$ cat config.mk
export PLATFORM = sky130hd
export DESIGN_NAME = crc16_stop_and_wait_receiver_flat
export DESIGN_NICKNAME = d
export VERILOG_FILES = /design/src/rtl/csw_pkg.sv /design/src/rtl/csw_if.sv /design/src/rtl/crc16_stop_and_wait_receiver.sv /design/src/rtl/csw_in_stage.sv /design/src/rtl/csw_core.sv /design/src/flat_wrapper.sv
export SDC_FILE = /design/constraint.sdc
export NUM_CORES = 1
export LEC_CHECK = 0
export BUFFER_PORTS_ARGS = -buffer_cell sky130_fd_sc_hd__buf_2
export CELL_PAD_IN_SITES_DETAIL_PLACEMENT = 0
export CELL_PAD_IN_SITES_GLOBAL_PLACEMENT = 2
export CORE_MARGIN = 2
export CORE_UTILIZATION = 33
export CTS_BUF_LIST = sky130_fd_sc_hd__clkbuf_4
export CTS_CLUSTER_SIZE = 40
export DETAILED_ROUTE_END_ITERATION = 8
export PLACE_DENSITY_LB_ADDON = 0.1
export SLEW_MARGIN = 10
export SYNTH_ARGS = -nofsm -noshare
export SYNTH_HDL_FRONTEND = slang
export SYNTH_HIERARCHICAL = 1
export SYNTH_SLANG_ARGS = --single-unit
$ cat constraint.sdc
create_clock -name clk -period 2 [get_ports clk]
set_input_delay 0.1 -clock clk [delete_from_list [all_inputs] [get_ports clk]]
set_output_delay 0.1 -clock clk [all_outputs]
set_load 0.005 [all_outputs]
$ cat src/rtl/csw_pkg.sv
// ----------------------------------------------------------------------------
// csw_pkg: shared types, constants and the CRC step for the receiver
// Holds the reply codes, the generator reset value and the one-bit CRC update.
// ----------------------------------------------------------------------------
`default_nettype none

package csw_pkg;

  localparam int unsigned CRC_W = 16;

  typedef logic [CRC_W-1:0] crc_t;
  typedef logic [1:0]       reply_code_t;

  // Reply codes
  localparam reply_code_t REPLY_ACK_NEXT0 = 2'd0;
  localparam reply_code_t REPLY_ACK_NEXT1 = 2'd1;
  localparam reply_code_t REPLY_CRC_ERROR = 2'd2;

  // CCITT generator, x^16 term implied
  localparam crc_t GEN_RESET = 16'h1021;

  // Item held in the input register
  typedef struct packed {
    logic valid;
    logic frame_bit;
    logic frame_end;
  } in_item_t;

  // Shift one bit into the remainder, reduce when the top bit falls out
  function automatic crc_t crc_shift(input crc_t rem, input logic din, input crc_t gen);
    crc_t shifted;
    shifted = {rem[CRC_W-2:0], din};
    crc_shift = rem[CRC_W-1] ? (shifted ^ gen) : shifted;
  endfunction

endpackage

`default_nettype wire

$ cat src/rtl/csw_if.sv
// ----------------------------------------------------------------------------
// csw_if: handshake channels of the receiver
// Frame bit channel, reply channel and generator write channel.
// ----------------------------------------------------------------------------
`default_nettype none

interface csw_frame_if;
  logic valid;
  logic ready;
  logic frame_bit;
  logic frame_end;
  modport source (output valid, frame_bit, frame_end, input ready);
  modport sink   (input valid, frame_bit, frame_end, output ready);
endinterface

interface csw_reply_if;
  logic       valid;
  logic       ready;
  logic [1:0] reply_code;
  modport source (output valid, reply_code, input ready);
  modport sink   (input valid, reply_code, output ready);
endinterface

interface csw_cfg_if;
  logic        valid;
  logic        ready;
  logic [15:0] generator_low;
  modport source (output valid, generator_low, input ready);
  modport sink   (input valid, generator_low, output ready);
endinterface

`default_nettype wire

$ cat src/rtl/crc16_stop_and_wait_receiver.sv
// ----------------------------------------------------------------------------
// crc16_stop_and_wait_receiver: CRC-16 checking stop-and-wait frame receiver
// Checks serial frames bit by bit and issues ack or CRC-error replies.
// ----------------------------------------------------------------------------
// Usage:
//   frame : one received bit per item, frame_end set on the last bit. The
//           first bit of each frame is its sequence number.
//   reply : at most one item per frame: ack with the next expected sequence
//           (0 or 1) or CRC error. A good duplicate frame gets no reply.
//   cfg   : writes the low 16 bits of the generator (x^16 implied); always
//           ready, to be written only while the receiver is idle.
//   Throughput is one bit item per cycle while replies are taken. A bit enters
//   the input register, then the remainder update and reply decision run in
//   one pass on the held bit and a reply is loaded into the reply register.
//   The limit is the single remainder register update. When the reply
//   register is full and not taken, a frame end waits in the input register
//   and the frame channel stalls; bits that cause no reply still flow. Reset
//   clears the remainder and expected sequence, arms for a new frame and
//   loads the generator with 0x1021.
// ----------------------------------------------------------------------------
`default_nettype none

module crc16_stop_and_wait_receiver
  import csw_pkg::*;
(
  input  wire logic   clk,
  input  wire logic   rst,
  csw_frame_if.sink   frame,
  csw_reply_if.source reply,
  csw_cfg_if.sink     cfg
);

  in_item_t    item;
  logic        advance;
  crc_t        generator;
  reply_code_t out_code;

  // Generator register
  assign cfg.ready = 1'b1;
  always_ff @(posedge clk) begin
    if (rst) begin
      generator <= GEN_RESET;
    end else if (cfg.valid) begin
      generator <= cfg.generator_low;
    end
  end

  csw_in_stage u_in (
    .clk      (clk),
    .rst      (rst),
    .in_valid (frame.valid),
    .in_ready (frame.ready),
    .in_bit   (frame.frame_bit),
    .in_end   (frame.frame_end),
    .advance  (advance),
    .item     (item)
  );

  csw_core u_core (
    .clk       (clk),
    .rst       (rst),
    .item      (item),
    .advance   (advance),
    .generator (generator),
    .out_valid (reply.valid),
    .out_ready (reply.ready),
    .out_code  (out_code)
  );

  assign reply.reply_code = out_code;

  // Checks
  a_code_legal: assert property (@(posedge clk) disable iff (rst)
    reply.valid |-> (reply.reply_code != 2'd3))
    else $error("reply code out of range");

  a_ready_when_out_free: assert property (@(posedge clk) disable iff (rst)
    !reply.valid |-> frame.ready)
    else $error("frame channel stalled with empty reply register");

  a_reset_quiet: assert property (@(posedge clk)
    $past(rst) |-> !reply.valid)
    else $error("reply valid right after reset");

  a_no_reply_without_item: assert property (@(posedge clk) disable iff (rst)
    (!reply.valid && !item.valid) |=> !reply.valid)
    else $error("reply raised without a held item");

endmodule

`default_nettype wire

$ cat src/rtl/csw_in_stage.sv
// ----------------------------------------------------------------------------
// csw_in_stage: input register
// Captures one frame bit item; refills in the same cycle it is consumed.
// ----------------------------------------------------------------------------
`default_nettype none

module csw_in_stage
  import csw_pkg::*;
(
  input  wire logic     clk,
  input  wire logic     rst,
  input  wire logic     in_valid,
  output logic          in_ready,
  input  wire logic     in_bit,
  input  wire logic     in_end,
  input  wire logic     advance,
  output in_item_t      item
);

  in_item_t item_r;

  // Free when empty or when the held item moves on this cycle
  assign in_ready = !item_r.valid || advance;
  assign item     = item_r;

  always_ff @(posedge clk) begin
    if (rst) begin
      item_r.valid <= 1'b0;
    end else if (in_ready) begin
      item_r.valid <= in_valid;
    end
    if (in_ready && in_valid) begin
      item_r.frame_bit <= in_bit;
      item_r.frame_end <= in_end;
    end
  end

endmodule

`default_nettype wire

$ cat src/rtl/csw_core.sv
// ----------------------------------------------------------------------------
// csw_core: CRC remainder, sequence tracking and reply register
// Processes one held item per cycle unless stalled; loads the reply register on frame end.
// ----------------------------------------------------------------------------
`default_nettype none

module csw_core
  import csw_pkg::*;
(
  input  wire logic        clk,
  input  wire logic        rst,
  input  wire in_item_t    item,
  output logic             advance,
  input  wire crc_t        generator,
  output logic             out_valid,
  input  wire logic        out_ready,
  output reply_code_t      out_code
);

  crc_t        remainder, remainder_next;
  logic        expected_seq;
  logic        frame_seq;
  logic        at_frame_start;
  logic        seq_now;
  logic        crc_bad;
  logic        seq_match;
  logic        produce;
  reply_code_t code_next;

  // Decision for the held item
  always_comb begin
    seq_now        = at_frame_start ? item.frame_bit : frame_seq;
    remainder_next = crc_shift(remainder, item.frame_bit, generator);
    crc_bad        = (remainder_next != '0);
    seq_match      = (seq_now == expected_seq);
    produce        = item.frame_end && (crc_bad || seq_match);
    code_next      = crc_bad ? REPLY_CRC_ERROR
                             : (expected_seq ? REPLY_ACK_NEXT0 : REPLY_ACK_NEXT1);
  end

  // Move on unless a reply is due and the reply register is still full
  assign advance = item.valid && (!produce || !out_valid || out_ready);

  // Frame state
  always_ff @(posedge clk) begin
    if (rst) begin
      remainder      <= '0;
      expected_seq   <= 1'b0;
      frame_seq      <= 1'b0;
      at_frame_start <= 1'b1;
    end else if (advance) begin
      frame_seq <= seq_now;
      if (item.frame_end) begin
        remainder      <= '0;
        at_frame_start <= 1'b1;
        if (!crc_bad && seq_match) begin
          expected_seq <= !expected_seq;
        end
      end else begin
        remainder      <= remainder_next;
        at_frame_start <= 1'b0;
      end
    end
  end

  // Reply register
  always_ff @(posedge clk) begin
    if (rst) begin
      out_valid <= 1'b0;
    end else if (advance && produce) begin
      out_valid <= 1'b1;
    end else if (out_ready) begin
      out_valid <= 1'b0;
    end
    if (advance && produce) begin
      out_code <= code_next;
    end
  end

endmodule

`default_nettype wire

$ cat src/flat_wrapper.sv
// flat-port wrapper written by rule: the top's interface ports become plain ports
module crc16_stop_and_wait_receiver_flat import csw_pkg::*;
  (clk, rst, frame_valid, frame_frame_bit, frame_frame_end, frame_ready, reply_valid, reply_reply_code, reply_ready, cfg_valid, cfg_generator_low, cfg_ready);
  csw_frame_if frame_i ();
  csw_reply_if reply_i ();
  csw_cfg_if cfg_i ();
  input  wire logic clk;
  input  wire logic rst;
  input wire logic [$bits(frame_i.valid)-1:0] frame_valid;
  input wire logic [$bits(frame_i.frame_bit)-1:0] frame_frame_bit;
  input wire logic [$bits(frame_i.frame_end)-1:0] frame_frame_end;
  output wire logic [$bits(frame_i.ready)-1:0] frame_ready;
  output wire logic [$bits(reply_i.valid)-1:0] reply_valid;
  output wire logic [$bits(reply_i.reply_code)-1:0] reply_reply_code;
  input wire logic [$bits(reply_i.ready)-1:0] reply_ready;
  input wire logic [$bits(cfg_i.valid)-1:0] cfg_valid;
  input wire logic [$bits(cfg_i.generator_low)-1:0] cfg_generator_low;
  output wire logic [$bits(cfg_i.ready)-1:0] cfg_ready;
  assign frame_i.valid = frame_valid;
  assign frame_i.frame_bit = frame_frame_bit;
  assign frame_i.frame_end = frame_frame_end;
  assign frame_ready = frame_i.ready;
  assign reply_valid = reply_i.valid;
  assign reply_reply_code = reply_i.reply_code;
  assign reply_i.ready = reply_ready;
  assign cfg_i.valid = cfg_valid;
  assign cfg_i.generator_low = cfg_generator_low;
  assign cfg_ready = cfg_i.ready;
  crc16_stop_and_wait_receiver u_core (.clk(clk), .rst(rst), .frame(frame_i), .reply(reply_i), .cfg(cfg_i));
endmodule
==> results of run 1 <==
-- logic make-up after synthesis --
kind of cell / after synthesis / share of synthesized area, %
and+or+nand+nor: 85 / 20.2
AOI/OAI and AO/OA: 64 / 20.5
DFF: 41 / 38.1
buffers and inverters: 26 / 6.20
xor gates and xnor gates: 21 / 8.14
muxes: 15 / 6.65
other: 1 / 0.166
-- synth_stat cells, types with 3 or more instances --
cell       n  area [µm²]
a31oi_1    3        18.8
o211ai_1  16         120
xor2_1     5        43.8
nor2_1    21        78.8
o21ai_0    6        30.0
nor2b_1    4        25.0
o211a_1    3        30.0
dfxtp_1   37         741
a21oi_1   14        70.1
nand2_1   17        63.8
or4b_1     3        30.0
nand3_1   17        85.1
nand2b_1   4        25.0
a211o_1    3        26.3
nand4_1    5        31.3
inv_1      5        18.8
edfxtp_1   4         120
mux2i_1   15         150
xnor2_1   16         140
clkbuf_1  11        41.3
-- state kept, by name, summed over array words and instances, names as in the netlist --
register and cells:
u_core/u_core/at_frame_start 1, u_core/generator 16, u_core/u_core/out_valid 1, u_core/u_in/item 3, u_core/u_core/remainder 16, u_core/u_core/expected_seq 1, u_core/u_core/frame_seq 1, u_core/u_core/out_code 2
-- worst min-delay path: cells and delay by family --
family	cells	cell delay [ns]
AO/OA/AOI/OAI	1	0.07
buffers and inverters	1	0.07
AND/OR/NAND/NOR	1	0.12
-- layer usage --
metal / share of wire [%] / vias up / global-route usage [%] / routed length [µm]
li1: - / 1086 / - / -
met1: 48 / 1012 / 23.3 / 2990
met2: 47 / 55 / 28.6 / 2940
met3: 4.2 / 2 / 3.14 / 260
met4: 0.40 / 0 / 2.98 / 25
met5: 0 / - / 0 / 0
-- timing repair --
| item | in CTS | in global routing |
|---|---|---|
| endpoints found under the hold margin | 19 | 0 |
| gates resized for setup | 10 | 9 |
| pin swaps | 13 | 9 |
| hold buffers | 19 | 0 |
| setup buffers | 16 | 1 |
| setup endpoints to repair | 26 | 28 |
-- path summary, 6_finish.rpt --
| path | start | to | cells after the start |
|---|---|---|---|
| max | u_core/u_core/remainder[15]$_SDFFE_PP0N_ | frame_ready | 8 |
| min | reply_ready | u_core/u_core/out_valid$_SDFFE_PP0P_ | 3 |
| max reg2reg | u_core/u_core/remainder[15]$_SDFFE_PP0N_ | u_core/u_core/expected_seq$_SDFFE_PP0P_ | 9 |
| min reg2reg | u_core/u_core/remainder[8]$_SDFFE_PP0N_ | u_core/u_core/remainder[8]$_SDFFE_PP0N_ | 2 |
-- through the flow --
| step | TNS, ns | std cells | hold slack, ns | util, % |
|---|---|---|---|---|
| floorplan | -0.126 | 253 | 0.162 | - |
| global placement | -0.451 | 380 | 0.290 | 40.0 |
| detailed placement | -1.41 | 380 | 0.289 | 40.0 |
| CTS | -2.43 | 418 | 0.0456 | 46.3 |
| global route | -5.45 | 419 | 0.0388 | 47.3 |
| finish | -2.88 | 419 | 0.0547 | 47.3 |
-- final cells by class --
class,count,area [µm²],share of cell area (%)
sequential,41,865,27.2
clock buffer,5,37.5,1.18
timing repair buffer,98,741,23.3
tap,80,100,3.15
clock inverter,3,65.1,2.05
multi-input combinational,186,1350,42.4
inverter,6,22.5,0.709
-- power breakdown --
group	switching, mW	internal [mW]
combinational	0.135	0.137
clock	0.279	0.387
sequential	0.0327	0.862
==> results_dict.tcl, run 1 <==
set metrics [dict create \
    first_pass_iters 4 \
    rows 30 \
    root_buffer "clkbuf_4" \
    ios 28 \
    viasPerCell 5.14 \
    grt_pass1_wl_mm 10.1 \
    synth_area_um2 2260 \
    dp_slack_ns -0.126 \
    initial_core_util_pct 33.6 \
    grt_pass1_vias 1995 \
    grt_max_degree 39 \
    mostFrequentLayoutCells "buf_4 (49), dfxtp_1 (36), buf_2 (26)" \
    core_um2 6720 \
    required_ns 1.90 \
    drv_slew 0 \
    synth-edff-count 4 \
    path_max_fanout 5 \
    ir_drop_v 0.000284 \
    fmax_mhz 434 \
    synth_ff_type "dfxtp_1" \
    vias 2155 \
    hold_path.class "in2reg" \
    worstSetupEndpointType "primary output" \
    antenna_found_initial 0 \
    violations "negative setup slack" \
    ys_warn_count 6 \
    period_minus_slack_ns 2.31 \
    synth_cell_types 51 \
    dpl_cell_area_um2 2690 \
    path_clk_slew_ns 0.13 \
    async_flop_share_pct 0 \
    htree_levels 2 \
    io_buffers 26 \
    gp_congestion 0.762 \
    slowest_stage "or4b_4" \
    cap_viol_max_count 0 \
    post-route-period-util_pct 115 \
    synth_seq_cells 41 \
    cts_sinks 41 \
    drtIter0Drc 135 \
    clk_path_buf_depth 2 \
    netlist_instances 253 \
    routed_wirelength_mm 6.22 \
    cp_top_family "simple AND/OR/NAND/NOR gates" \
    dieArea_um2 7520 \
    cts_tree "yes" \
    drive_above_1_share_pct 32.4 \
    track_usage_pct 17.1 \
    layout.nets 361 \
    pwr_density_cell_nw_per_um2 577 \
    cellLeakagePower_nw 1.30 \
    syn_avg_cell_area_um2 8.93 \
    clock_latency_ns 0.35 \
    synthToLayoutAreaGrowth_pct 40.7 \
    cpPeakStageDelay_ns 0.49 \
    fillers 643 \
    die_h_um 86.7 \
    gr-total-overflow 0 \
    detail_route.wl_per_cell_um 14.8 \
    setup_violations 27 \
    hold_viol_final 0 \
    status "finished, violations left" \
    r2r_setup_slack_ns -0.27 \
    layout_commonest_cell "buf_4" \
    n_antenna_cell 0 \
    antenna_left 0 \
    worstPathBufferInverterCount 2 \
    setup_ws_ns -0.306 \
    drc_errors 0 \
    tightest_slew_ns 0.761 \
    hpwl_mm 4.19 \
    rsz0062_at_grt "true" \
    power_mw 1.83 \
    fin_area_um2 3180 \
    critical_path_arrival_ns 2.21 \
    crit_chain "nand2_2 -> or4b_4 -> a32oi_2 -> nand4b_4 -> o21ai_2 -> nand2b_4 -> buf_4 -> buf_2" \
    slew_headroom_pct 49.3 \
    cts_buffers 5 \
    criticalPathCategory "reg2out" \
    die_x_um 86.7 \
    clock-skew-final_ns 0.0102 \
    yosysSeqAreaShare_pct 38.1 \
    startpoint_type "flip-flop" \
    syn_nets 276 \
]
Power figures use the tool's default switching activity.
==> run 2, diff against run 1 <==
--- a/config.mk
+++ b/config.mk
@@ -10,5 +10,5 @@
 export CELL_PAD_IN_SITES_GLOBAL_PLACEMENT = 2
 export CORE_MARGIN = 2
-export CORE_UTILIZATION = 33
+export CORE_UTILIZATION = 37
 export CTS_BUF_LIST = sky130_fd_sc_hd__clkbuf_4
 export CTS_CLUSTER_SIZE = 40
==> constraint.sdc (replaced) <==
create_clock -name clk -period 3 [get_ports clk]
set_input_delay 0.15 -clock clk [delete_from_list [all_inputs] [get_ports clk]]
set_output_delay 0.15 -clock clk [all_outputs]
set_load 0.01 [all_outputs]
==> results_dict.tcl, run 2 (synthesized netlist as in run 1, its figures left out) <==
set metrics [dict create \
    mostFrequentLayoutCells "dfxtp_1 (36), buf_2 (26), nor2_1 (21)" \
    die_x_um 82.1 \
    critical_path_arrival_ns 2.55 \
    cap_viol_max_count 0 \
    fmax_mhz 370 \
    io_buffers 26 \
    initial_core_util_pct 38.1 \
    criticalPathCategory "reg2out" \
    synthToLayoutAreaGrowth_pct 12.1 \
    ir_drop_v 0.000196 \
    period_minus_slack_ns 2.70 \
    setup_violations 0 \
    cp_top_family "simple AND/OR/NAND/NOR gates" \
    cp.depth 7 \
    finalNonFillerCells 354 \
    path_max_fanout 25 \
    antenna_found_initial 0 \
    hpwl_mm 3.67 \
    tns_ns 0 \
    layout.nets 301 \
    hold_viol_final 0 \
    drtIter0Drc 88 \
    worstPathBufferInverterCount 1 \
    cts_tree "yes" \
    root_buffer "clkbuf_4" \
    ios 28 \
    tightest_slew_ns 0.765 \
    hold_path.class "in2reg" \
    rows 28 \
    vias 1850 \
    place_inst 341 \
    cellLeakagePower_nw 0.974 \
    die_h_um 82.1 \
    drive_above_1_share_pct 18.3 \
    cts_buffers 5 \
    slew_headroom_pct 49.0 \
    n_antenna_cell 0 \
    clk_path_buf_depth 2 \
    grt_max_degree 39 \
    required_ns 2.85 \
    drv_slew 0 \
    rsz0062_at_grt "false" \
    first_pass_iters 4 \
    pwr_density_cell_nw_per_um2 395 \
    routed_wirelength_mm 5.49 \
    layout_commonest_cell "dfxtp_1" \
    core_um2 5920 \
    dieArea_um2 6740 \
    detail_route.wl_per_cell_um 15.5 \
    startpoint_type "flip-flop" \
    cpPeakStageDelay_ns 0.63 \
    grt_pass1_vias 1738 \
    gr-total-overflow 0 \
    clock_latency_ns 0.34 \
    holdPathStages 3 \
    post-route-period-util_pct 90.1 \
    cts_sinks 41 \
    viasPerCell 5.23 \
    grt_pass1_wl_mm 9.00 \
    reg2reg_depth 7 \
    whs_ns 0.0378 \
    htree_levels 2 \
    cts_setup_buffers 0 \
    status "completed" \
    gp_congestion 0.786 \
    crit_chain "nand2_2 -> or4b_1 -> a32oi_1 -> nand4b_2 -> o21ai_1 -> nand2b_4 -> buf_2" \
    path_clk_slew_ns 0.12 \
    clock-skew-final_ns 0.00866 \
    track_usage_pct 17.6 \
    drc_errors 0 \
    worstSetupEndpointType "primary output" \
    antenna_left 0 \
    slowest_stage "dfxtp_2" \
]
[run 2: cell types whose count changed in the layout (fill, tap and decap cells not counted), sizes merged]
cell / before / now
buf: 79 / 33
bufinv: 2 / 0
clkinv: 2 / 4
dlygate4sd3: 19 / 5
[run 2: final timing paths]
kind | to | slack (ns) | from
worst max register to register | u_core/u_in/item[1]$_DFFE_PP_ | 0.52 | u_core/u_core/remainder[15]$_SDFFE_PP0N_
worst max-delay path | frame_ready | 0.30 | u_core/u_core/remainder[15]$_SDFFE_PP0N_
worst min register to register | u_core/u_core/remainder[8]$_SDFFE_PP0N_ | 0.51 | u_core/u_core/remainder[8]$_SDFFE_PP0N_
worst min-delay path | u_core/generator[15]$_SDFFE_PP0P_ | 0.04 | cfg_generator_low[15]
[run 2: through the flow]
step	instance area, µm²	util [%]	setup slack, ns	power, mW
final	2530	42.8	0.296	1.00
after global routing	2530	42.8	0.0670	1.05
after CTS	2530	42.8	0.262	1.02
after detailed placement	2430	41.0	0.254	0.745
after global placement	2430	41.0	0.290	0.746
after floorplan	2260	-	0.858	0.699
[run 2: report_power, final]
group | internal (mW) | switching [mW] | total (mW)
clock network | 0.0851 | 0.179 | 0.264
registers | 0.575 | 0.0244 | 0.600
logic | 0.0600 | 0.0771 | 0.137
[run 2: layout make-up]
type,instances,area (µm²)
Multi-Input combinational cell,186,1260
Clock buffer,5,37.5
Inverter,6,22.5
Timing Repair Buffer,38,245
Fill cell,602,3390
Clock inverter,3,12.5
Tap cell,75,93.8
Sequential cell,41,862
[run 2: layer usage]
layer / GRT usage (%) / share of wire [%] / vias to the layer above
li1: - / - / 958
met1: 24.0 / 50 / 860
met2: 28.3 / 47 / 26
met3: 3.26 / 2.6 / 6
met4: 5.67 / 1.3 / 0
met5: 0 / 0 / -
[run 2: timing repair]
action,in CTS,in global routing
gates resized for setup,1,0
hold endpoints to repair,5,0
hold buffers,5,0
endpoints found under the setup margin,1,0
[run 2: worst min-delay path, stage by stage]
cell	delay, ns
buf_2	0.07
mux2i_1	0.05
nor2_1	0.07
